## src/rtl/core/bmhq_pkg.sv

```systemverilog
// ---------------------------------------------------------------------------
// bmhq_pkg
// shared codes, field widths and cell control types for the max priority queue
// ---------------------------------------------------------------------------
package bmhq_pkg;

  // fixed payload widths of the input and result beats
  localparam int unsigned VALUE_W  = 32;
  localparam int unsigned ENTRY_W  = 7;
  localparam int unsigned STATUS_W = 2;

  // operation codes
  localparam logic OP_PUSH = 1'b0;
  localparam logic OP_POP  = 1'b1;

  // result status codes
  localparam logic [STATUS_W-1:0] ST_DONE       = 2'd0;
  localparam logic [STATUS_W-1:0] ST_PUSH_FULL  = 2'd1;
  localparam logic [STATUS_W-1:0] ST_POP_EMPTY  = 2'd2;

  // command broadcast to every cell of the chain
  typedef struct packed {
    logic push;
    logic pop;
  } cell_cmd_t;

endpackage

```

## src/rtl/core/bmhq_cell.sv

```systemverilog
// ---------------------------------------------------------------------------
// bmhq_cell
// one slot of the sorted chain: holds a key, inserts or shifts on command
// ---------------------------------------------------------------------------
module bmhq_cell #(
  parameter int unsigned DATA_WIDTH = 32
) (
  input  logic                  clk_i,
  input  logic                  rst_ni,
  input  bmhq_pkg::cell_cmd_t   cmd_i,
  input  logic [DATA_WIDTH-1:0] key_i,
  input  logic                  up_vld_i,
  input  logic [DATA_WIDTH-1:0] up_key_i,
  input  logic                  up_ge_i,
  input  logic                  dn_vld_i,
  input  logic [DATA_WIDTH-1:0] dn_key_i,
  output logic                  vld_o,
  output logic [DATA_WIDTH-1:0] key_o,
  output logic                  ge_o
);

  logic                  vld_q, vld_d;
  logic [DATA_WIDTH-1:0] key_q, key_d;

  // slot holds its place when its key is not below the incoming one
  assign ge_o = vld_q & (key_q >= key_i);

  always_comb begin
    vld_d = vld_q;
    key_d = key_q;
    if (cmd_i.push) begin
      if (!ge_o) begin
        if (up_ge_i) begin
          vld_d = 1'b1;
          key_d = key_i;
        end else begin
          vld_d = up_vld_i;
          key_d = up_key_i;
        end
      end
    end else if (cmd_i.pop) begin
      vld_d = dn_vld_i;
      key_d = dn_key_i;
    end
  end

  always_ff @(posedge clk_i or negedge rst_ni) begin
    if (!rst_ni) begin
      vld_q <= 1'b0;
    end else begin
      vld_q <= vld_d;
    end
  end

  always_ff @(posedge clk_i) begin
    key_q <= key_d;
  end

  assign vld_o = vld_q;
  assign key_o = key_q;

endmodule
```

## config.mk

```make
export PLATFORM = sky130hd
export DESIGN_NAME = bmhq_cell
export DESIGN_NICKNAME = d
export VERILOG_FILES = /design/src/rtl/core/bmhq_pkg.sv /design/src/rtl/core/bmhq_cell.sv
export SDC_FILE = /design/constraint.sdc
export NUM_CORES = 1
export LEC_CHECK = 0
export ABC_AREA = 1
export BUFFER_PORTS_ARGS = -buffer_cell sky130_fd_sc_hd__buf_2
export CAP_MARGIN = 20
export CORE_AREA = 10 10 94 88
export CTS_CLUSTER_SIZE = 24
export DETAILED_ROUTE_END_ITERATION = 7
export DIE_AREA = 0 0 104 98
export HOLD_SLACK_MARGIN = 0.02
export PLACE_DENSITY = 0.87
export SLEW_MARGIN = 10
export SYNTH_ARGS = -nofsm -noshare
export SYNTH_HDL_FRONTEND = slang
export SYNTH_SLANG_ARGS = --single-unit
```

## constraint.sdc

```tcl
create_clock -name clk_i -period 2.31 [get_ports clk_i]
set_input_delay 0.231 -clock clk_i [delete_from_list [all_inputs] [get_ports clk_i]]
set_output_delay 0.231 -clock clk_i [all_outputs]
set_load 0.01 [all_outputs]
```

==> After elaboration in Yosys (flattened, before gate mapping) <==
Index checks and enable logic that the tools add are counted.
{ "classes": {"magnitude_cmp": 1, "eq_ne": 1, "muxes": 8, "bitwise": 1, "n_reduce_logical": 2} }
{ "ops": {"columns": ["op", "n"], "rows": [
  ["2-to-1 mux 32 bit", 4],
  ["greater-or-equal comparator 32 bit", 1],
  ["2-to-1 mux 1 bit", 4],
  ["inequality test 2 bit, second input constant", 1],
  ["AND reduction 2 bit", 1],
  ["nonzero test 2 bit", 1],
  ["AND 1 bit", 1]
]} }
{ "word_totals": {"ff_bits": 33, "word_cells": 15} }

==> Depth between registers and ports, before layout <==
Gate-level depths: netlist of run 1.
{ "logic_depth": {"depth_word": 4, "ltp_mapped": 17} }

==> Worst setup path before layout of run 1 <==
No wires, ideal clock.
{ "synth_timing": {"path_kind": "reg2reg", "from": "register key_q[7], in the netlist key_o[7]", "to": "register key_q[0], in the netlist key_o[0] (enable)", "t_arrival_ns": 2.015, "required_time_ns": 1.923, "path_slack_ns": -0.091, "path_stages_with_launch": 15, "path_buffers": 0, "period_less_slack_ns": 2.401, "cell_sequence": "edfxtp_1 -> ha_1 -> nand2_1 -> inv_2 -> nand2_1 -> nand2_1 -> nor2_1 -> nand2_1 -> nand2_1 -> nand2_1 -> nand2_1 -> nand2_2 -> nand3_2 -> nand2_2 -> inv_1"} }
{ "synth_via": {"elab_chain_len": 4} }
{ "synth_lines": {"columns": ["element", "line_no", "source"], "rows": [
  ["start, declared", "bmhq_cell.sv:23", "logic [DATA_WIDTH-1:0] key_q, key_d;"],
  ["start signal, assigned", "bmhq_cell.sv:56", "key_q <= key_d;"],
  ["greater-or-equal comparator 32 bit", "bmhq_cell.sv:26", "assign ge_o = vld_q & (key_q >= key_i);"],
  ["AND 1 bit", "bmhq_cell.sv:26", null],
  ["inequality test 2 bit (no source line)", null, null],
  ["AND reduction 2 bit (no source line)", null, null]
]} }
Every way passes these cells.
A chain may end at the register's enable or synchronous reset.

==> Worst setup path after layout of run 1 <==
{ "layout_timing": {"from": "register key_q[31], in the netlist key_o[31]", "to": "register key_q[25], in the netlist key_o[25] (enable)"} }
Same word-level chain as after synthesis.

==> out/metrics.yaml, run 1 <==
sta:
  slew_violations: 0
  finalHoldViolations: 0
  max_freq_mhz: 471
  relSlewSlack: 0.273
  rsz0062_at_grt: "no"
  fin_hold_ws_ns: 0.217
  setup-tns-final_ns: 0
  period_minus_slack_ns: 2.12
  finClkSkew_ns: 0.0144
  period_share: 0.919
  setup_viol: 0
  worst_slew_pin_slew_ns: 1.09
cts:
  clkTransAtPathRegs_ns: 0.08
  cts_setup_buffers: 0
  cts_tree: "built"
  cts_buffer_depth: 2
  cts_sinks: 33
  cts.htree.levels: 2
  cts_made_buffers: 5
  clk_latency_ns: 0.29
  cts_root_buffer: "clkbuf_8"
power_and_ir_drop:
  leakage_nw: 1.81
  ir_drop_mv: 0.242
  power_density_nw_per_um2: 528
  total_power_w: 0.00180
route:
  wl_per_cell_microns: 14.7
  first_pass_iters: 5
  finalWirelength_microns: 8120
  drc: 0
  drt_iter0_markers: 100
  ant_nets: 0
  vias: 2672
  viasPerCell: 4.84
die:
  dieArea_sq_um: 10200
  die_w_microns: 104
  start_util: 0.398
  ios: 137
  rows: 28
  die_h_microns: 98
  core_area_sq_um: 6380
worst_setup_path:
  critPathKind: "register to register"
  worstPathArrival_ns: 2.10
  cp_data_required_time_ns: 2.28
  cp_max_fo: 32
  crit_path_end_kind: "register"
  critical-path-top-delay-family: "compound AO/OA/AOI/OAI gates"
  cpPeakStageDelay_ns: 0.41
  cp-start-kind: "register"
  slowest_stage: "edfxtp_1"
  critical_path_depth: 10
  crit_buf_inv: 2
  reg2reg_depth: 10
  cp_cell_sequence: "ha_1 > a21oi_1 > o21a_1 > nand2_1 > a21oi_1 > nand2_2 > nand3_2 > nand2_2 > clkinvlp_4 > buf_12"
synth:
  synth_seq_cells: 33
  synth_cell_types: 21
  ys_warn_count: 0
  yosys-mux-area-fraction: 0
  synth_compound_area_frac: 0.175
  synth_top_cell_by_area: "edfxtp_1"
  synth_fp_nets: 462
  synth_simple_gate_area_frac: 0.192
  netlist.area_leader.share: 0.379
  syn-mean-instance-area_sq_um: 7.76
  synth_cells: 327
  synth_area_leaders: "edfxtp_1 38%, ha_1 16%, o21ai_0 12%"
  synth_fa_ha_area_frac: 0.158
  synth-xor-area-share: 0
  yosysSeqAreaShare: 0.389
  synth_top_family_by_area: "simple AND/OR/NAND/NOR gates"
  synth_area_sq_um: 2540
placed_design:
  dp_cells: 543
  place_area_sq_um: 3320
  portBuffers: 136
  dp.final_hpwl_microns: 6580
  gp_congestion: 0.755
grt:
  grt_pass1_vias: 2796
  grt_max_degree: 35
  overflow: 0
  grt_use_total: 0.151
  grt_first_pass_wirelength_microns: 12900
  antenna_found_initial: 0
cells_and_area:
  antennaDiodeCount: 0
  final_cells: 552
  drive_gt1_frac: 0.344
  fillers: 654
  nNetsFinal: 596
  area_delta_synth_final_pct: 34.5
  final_area_sq_um: 3410
run_status:
  status: "finished clean"
hold_path:
  min_path_cells: 3
  hp-class: "primary input to register"
job:
  maxCapViolCount: 0
Yosys cell counts:
| cell | count |
|---|---|
| nand2_1 | 66 |
| o21ai_0 | 62 |
| nand4_1 | 3 |
| nand3_1 | 1 |
| clkbuf_1 | 12 |
| clkbuf_2 | 1 |
| or2_2 | 1 |
| o21ai_1 | 7 |
| a21oi_1 | 15 |
| nor2_2 | 2 |
| dfrtp_1 | 1 |
| nand3_2 | 1 |
| nor3_4 | 1 |
| a21oi_2 | 1 |
| o21a_1 | 2 |
| inv_1 | 44 |
| ha_1 | 32 |
| nand2_2 | 5 |
| nor2_1 | 37 |
| inv_2 | 1 |
| edfxtp_1 | 32 |
flip-flops by register name (all words and copies together), names as in the netlist:
signal	cells
key_o	32
vld_o	1
timing repair:
action | in CTS | in global routing
hold endpoints to repair | 1 | 0
hold buffers | 1 | 0
resized for setup | 0 | 0
cells by family (layout without fill, tap and decap cells):
| family | after synthesis | in the layout |
|---|---|---|
| AO/OA/AOI/OAI | 87 | 87 |
| adder cells (fa/ha/maj) | 32 | 32 |
| buffers and inverters | 58 | 193 |
| flip-flops | 33 | 33 |
| AND/OR/NAND/NOR | 117 | 117 |
final cells by class:
class                      instances  area [sq um]  area share
timing repair buffer             140           726       0.213
multi-input combinational        236          1330       0.390
clock inverter                     2          10.0     0.00293
inverter                          45           173      0.0506
tap                               90           113      0.0330
sequential                        33           986       0.289
clock buffer                       6          72.6      0.0213
cells in the final DEF, fill, tap and decap left out, drive strengths merged:
master,synthesis,final
buf,0,139
nand2,71,71
o21ai,69,69
inv,45,44
nor2,39,39
ha,32,32
edfxtp,32,32
a21oi,16,16
clkbuf,13,6
nand4,3,3
o21a,2,2
clkinv,0,2
nand3,2,2
nor3,1,1
or2,1,1
clkinvlp,0,1
dlygate4sd3,0,1
dfrtp,1,1
metal layers:
layer  vias to the layer above  track usage  wire [microns]
met5                         -            0               0
met4                         0       0.0267              55
met3                         8       0.0506             592
met2                       104        0.284            4190
met1                      1204        0.162            3290
li1                       1356            -               -
report_power, final:
part	leakage [nW]	internal [W]	switching [W]
logic	1.43	0.000251	0.000335
registers	0.338	0.000752	0.0000388
clock network	0.0450	0.000209	0.000214
total	1.81	0.00121	0.000588
worst register-to-register path: cells and delay by family (launching register included):
| family | cells | cell delay (ns) |
|---|---|---|
| buffers and inverters | 2 | 0.29 |
| adders and majority gates | 1 | 0.31 |
| AOI/OAI and AO/OA | 3 | 0.51 |
| DFF | 1 | 0.41 |
| and+or+nand+nor | 4 | 0.28 |
stage by stage:
stage,utilization,setup WS (ns)
final,0.535,0.186
after detailed placement,0.520,0.159
after floorplan,-,0.0833
after global routing,0.535,0.0226
after global placement,0.520,0.222
after CTS,0.535,0.137
final timing paths:
check	start	end	slack [ns]
max in group asynchronous	rst_ni	vld_o	1.96
worst min register to register	vld_o	vld_o	0.56
min in group asynchronous	rst_ni	vld_o	0.27
worst min-delay path	dn_key_i[13]	key_o[13]	0.22
worst max register to register	key_o[31]	key_o[25]	0.19
worst max-delay path	key_o[31]	key_o[25]	0.19
Power figures use the tool's default switching activity.
==> inputs of run 2 (changes only) <==
--- a/config.mk
+++ b/config.mk
@@ -8,12 +8,14 @@
 export ABC_AREA = 1
 export BUFFER_PORTS_ARGS = -buffer_cell sky130_fd_sc_hd__buf_2
 export CAP_MARGIN = 20
-export CORE_AREA = 10 10 94 88
+export CELL_PAD_IN_SITES_DETAIL_PLACEMENT = 1
+export CELL_PAD_IN_SITES_GLOBAL_PLACEMENT = 1
+export CORE_AREA = 10 10 112 104
 export CTS_CLUSTER_SIZE = 24
 export DETAILED_ROUTE_END_ITERATION = 7
-export DIE_AREA = 0 0 104 98
+export DIE_AREA = 0 0 122 114
 export HOLD_SLACK_MARGIN = 0.02
-export PLACE_DENSITY = 0.87
+export PLACE_DENSITY = 0.86
 export SLEW_MARGIN = 10
 export SYNTH_ARGS = -nofsm -noshare
 export SYNTH_HDL_FRONTEND = slang
==> run 2 against run 1 <==
Compared with the run above: count of clock-buffer cells in the layout rose by 1; sequential power barely moved; setup slack improved by 0.056 ns; non-clock buffer count rose by 4; register-to-register slack improved by 0.06 ns; first-iteration DRC count fell by 55%.
==> out/metrics.yaml, run 2 (same netlist as run 1, synthesis figures left out) <==
sta:
  rsz0062_at_grt: "yes"
  period_share: 0.895
  worst_slew_pin_slew_ns: 0.613
  slew_violations: 0
  max_freq_mhz: 484
  finalHoldViolations: 0
  relSlewSlack: 0.591
  period_minus_slack_ns: 2.07
  finClkSkew_ns: 0.00627
  setup_viol: 0
  fin_ws_ns: 0.242
power_and_ir_drop:
  pwr-share-comb: 0.328
  p_int_w: 0.00129
  pwr-share-clk: 0.255
  power_density_nw_per_um2: 538
  leakage_nw: 1.84
  ir_drop_mv: 0.189
  total_power_w: 0.00190
  seqPwrFrac: 0.417
  p_sw_w: 0.000616
  swShare: 0.324
worst_setup_path:
  worstPathArrival_ns: 2.11
  critPathKind: "register to register"
  path_common_cell: "nand2_1"
  cpPeakStageDelay_ns: 0.41
  cp-start-kind: "register"
  cp_cell_sequence: "ha_1 > nand2_1 > inv_1 > nand2_1 > nand2_1 > nand2_2 > nand2_1 > nand2_1 > nand2_1 > nand2_1 > nand2_2 > nand3_2 > nand2_2 > clkinvlp_4 > buf_12"
  cp_data_required_time_ns: 2.35
  crit_path_end_kind: "register"
  cp_max_fo: 17
  slowest_stage: "edfxtp_1"
cts:
  clkTransAtPathRegs_ns: 0.07
  cts_sinks: 33
  cts_root_buffer: "clkbuf_8"
  cts_tree: "built"
  cts.htree.levels: 2
  cts_made_buffers: 5
  cts_buffer_depth: 2
  clk_latency_ns: 0.28
  cts_setup_buffers: 0
route:
  viasPerCell: 4.56
  drc: 0
  finalWirelength_microns: 9680
  vias: 2700
  wl_per_cell_microns: 16.3
  ant_nets: 0
  first_pass_iters: 4
  drt_iter0_markers: 45
die:
  die_w_microns: 122
  ios: 137
  rows: 34
  dieArea_sq_um: 13900
  start_util: 0.270
  die_h_microns: 114
  core_area_sq_um: 9400
cells_and_area:
  final_area_sq_um: 3540
  final_cells: 592
  antennaDiodeCount: 0
  final_cell_mix: "135 x buf_2, 66 x nand2_1, 62 x o21ai_0"
  drive_gt1_frac: 0.358
  largest_reg_flops: 32
  mostFrequentLayoutCell: "buf_2"
  utilization: 0.376
  nNetsFinal: 600
  area_delta_synth_final_pct: 39.5
job:
  maxCapViolCount: 0
placed_design:
  dp.final_hpwl_microns: 7960
  place_ws_ns: 0.199
  gp_congestion: 0.779
  dp_cells: 582
  place_area_sq_um: 3390
  portBuffers: 136
run_status:
  status: "finished clean"
grt:
  antenna_found_initial: 0
  overflow: 0
  grt_pass1_vias: 3155
  grt_first_pass_wirelength_microns: 15200
  grt_use_total: 0.135
  grt_max_degree: 34
hold_path:
  hp-class: "primary input to register"
## run 2: power groups by stage
stage / logic, W / clock network (W) / registers [W]
2_1_floorplan: 0.000288 / 0 / 0.000841
3_3_place_gp: 0.000592 / 0 / 0.000800
3_5_place_dp: 0.000624 / 0 / 0.000808
4_1_cts: 0.000629 / 0.000513 / 0.000794
5_1_grt: 0.000720 / 0.000529 / 0.000804
6_report: 0.000625 / 0.000486 / 0.000794
## run 2: worst paths after layout
kind | start | end | slack (ns) | depth (start not counted)
hold / removal | dn_key_i[6] | key_o[6] | 0.24 | 3
setup reg to reg | key_o[3] | key_o[23] | 0.24 | 15
hold reg to reg | vld_o | vld_o | 0.57 | 2
setup / recovery | key_o[3] | key_o[23] | 0.24 | 15
max in group asynchronous | rst_ni | vld_o | 1.93 | 2
min in group asynchronous | rst_ni | vld_o | 0.29 | 2
## run 2: final cells by class
type,count,area (sq um)
Fill cell,1215,5860
Multi-Input combinational cell,236,1350
Sequential cell,33,986
Timing Repair Buffer,144,773
Inverter,45,173
Tap cell,126,158
Clock buffer,7,96.3
Clock inverter,1,5.00
## run 2: worst max-delay path: cells and delay by family, from the launching register on
| kind | cells | cell delay [ns] |
|---|---|---|
| buffers and inverters | 3 | 0.37 |
| AND/OR/NAND/NOR | 11 | 0.70 |
| flip-flops | 1 | 0.41 |
| adder cells (fa/ha/maj) | 1 | 0.34 |
## run 2: what timing repair did
item | in CTS | in global routing
resized for setup | 0 | 5
endpoints found under the setup margin | 0 | 33
hold endpoints to repair | 1 | 0
hold buffers | 1 | 0
## run 2: through the flow
step / setup TNS (ns) / hold slack, ns
after floorplan: 0 / -0.0646
final: 0 / 0.235
after detailed placement: 0 / 0.0151
after global routing: -0.00639 / 0.245
after global placement: 0 / 0.0154
after CTS: 0 / 0.224
## run 2: routing by layer
metal	routed length, microns	global-route usage	share of wire
met3	695	0.0455	0.072
met2	5130	0.259	0.53
met5	0	0	0
met1	3780	0.137	0.39
met4	72	0.0270	0.0074
==> inputs of run 3 (changes only) <==
==> constraint.sdc (replaced) <==
create_clock -name clk_i -period 2.31 [get_ports clk_i]
set_input_delay 0.462 -clock clk_i [delete_from_list [all_inputs] [get_ports clk_i]]
set_output_delay 0.462 -clock clk_i [all_outputs]
set_load 0.01 [all_outputs]
==> run 3 against run 2 <==
Compared with the run above: clock power fell by 6.2%; critical endpoint is now ge_o; utilization grew 1.1 points; highest routed layer unchanged; final area increased by 2.9%; global-route usage increased by 0.22 points; final cell count grew 0.51%; critical path type is now register to output port; power rose by 1.2%; register-to-register slack worse by 0.11 ns; sequential power rose by 0.5%.
==> out/metrics.yaml, run 3 (same netlist as run 1, synthesis figures left out) <==
worst_setup_path:
  critPathKind: "register to output port"
  cp_max_fo: 2
  setup.worst_path.start: "key_o[29]"
  cp_data_required_time_ns: 1.85
  worstPathArrival_ns: 1.81
  reg2reg_from: "key_o[5]"
  crit_path_end_kind: "output port"
  cp-start-kind: "register"
sta:
  period_minus_slack_ns: 2.28
  max_freq_mhz: 439
  rsz0062_at_grt: "yes"
  setup_viol: 0
  fin_ws_ns: 0.0337
  finClkSkew_ns: 0.00197
  relSlewSlack: 0.598
  slew_violations: 0
  period_share: 0.985
  worst_slew_pin_slew_ns: 0.603
  finalHoldViolations: 0
cts:
  cts_tree: "built"
  cts_buffer_depth: 2
  cts_made_buffers: 5
  clk_latency_ns: 0.28
  cts_sinks: 33
  cts_root_buffer: "clkbuf_8"
  cts.htree.levels: 2
  clkTransAtPathRegs_ns: 0.07
die:
  die_h_microns: 114
  ios: 137
  die_w_microns: 122
  rows: 34
  core_area_sq_um: 9400
  dieArea_sq_um: 13900
  start_util: 0.270
route:
  first_pass_iters: 4
  viasPerCell: 4.61
  drc: 0
  drt_iter0_markers: 47
  vias: 2741
  finalWirelength_microns: 9660
  ant_nets: 0
  wl_per_cell_microns: 16.2
cells_and_area:
  nNetsFinal: 603
  utilization: 0.387
  multi_input_area_sq_um: 1420
  area_delta_synth_final_pct: 43.5
  drive_gt1_frac: 0.384
  final_cells: 595
  seq_area_sq_um: 986
  final_cell_mix: "135 x buf_2, 63 x nand2_1, 61 x o21ai_0"
  largest_reg_flops: 32
  fillers: 1182
  mostFrequentLayoutCell: "buf_2"
  antennaDiodeCount: 0
power_and_ir_drop:
  leakage_nw: 1.86
  ir_drop_mv: 0.203
  total_power_w: 0.00193
  power_density_nw_per_um2: 529
placed_design:
  gp_congestion: 0.751
  place_ws_ns: -0.0267
  dp_cells: 582
  portBuffers: 136
  dp.final_hpwl_microns: 8030
grt:
  antenna_found_initial: 0
  overflow: 0
  grt_use_total: 0.137
  grt_max_degree: 35
  grt_pass1_vias: 3188
  grt_first_pass_wirelength_microns: 15400
run_status:
  status: "finished clean"
hold_path:
  hp-start: "dn_key_i[25]"
  hp-class: "primary input to register"
job:
  maxCapViolCount: 0
-- run 3: cell type report --
cell class	count	area share
clock buffers	8	0.0248
well taps	126	0.0433
repair buffers	147	0.223
inverters	45	0.0474
flip-flops and latches	33	0.271
multi-input cells	236	0.390
-- run 3: through the flow --
stage	cell area (sq um)	setup TNS [ns]	hold WS, ns
final	3640	0	0.468
after floorplan	2540	0	0.166
after global routing	3640	-1.06	0.466
after detailed placement	3410	-0.545	0.247
after CTS	3590	0	0.456
after global placement	3410	-0.206	0.248
-- run 3: where the power goes --
part           leakage [nW]  internal [W]  switching, W
clock                0.0455      0.000243      0.000213
combinational          1.48      0.000299      0.000373
sequential            0.338      0.000753     0.0000453
total                  1.86       0.00130      0.000632
-- run 3: worst paths after layout --
check | to | slack, ns | cells past startpoint
setup reg to reg | key_o[22] | 0.13 | 16
max in group asynchronous | vld_o | 1.73 | 2
setup / recovery | ge_o | 0.03 | 9
min in group asynchronous | vld_o | 0.49 | 2
hold / removal | key_o[25] | 0.47 | 3
hold reg to reg | vld_o | 0.60 | 2
-- run 3: what timing repair did --
action | 4_1_cts | 5_1_grt
setup buffers | 2 | 2
gates resized for setup | 12 | 8
endpoints found under the setup margin | 1 | 33
pin swaps | 6 | 2
hold endpoints to repair | 1 | 0
hold buffers | 1 | 0
-- run 3: worst max-delay path, stage by stage, from the launching register on --
cell,delay (ns)
edfxtp_1,0.39
ha_1,0.30
a21oi_1,0.17
o21a_1,0.15
nand2_1,0.08
a21oi_2,0.15
nand2_2,0.07
nand2_1,0.05
inv_1,0.04
buf_6,0.12
-- run 3: metal layers --
metal | up-vias | GRT usage | wire, microns
li1 | 1370 | - | -
met1 | 1275 | 0.137 | 3710
met2 | 82 | 0.258 | 5030
met3 | 14 | 0.0484 | 724
met4 | 0 | 0.0445 | 193
met5 | - | 0 | 0
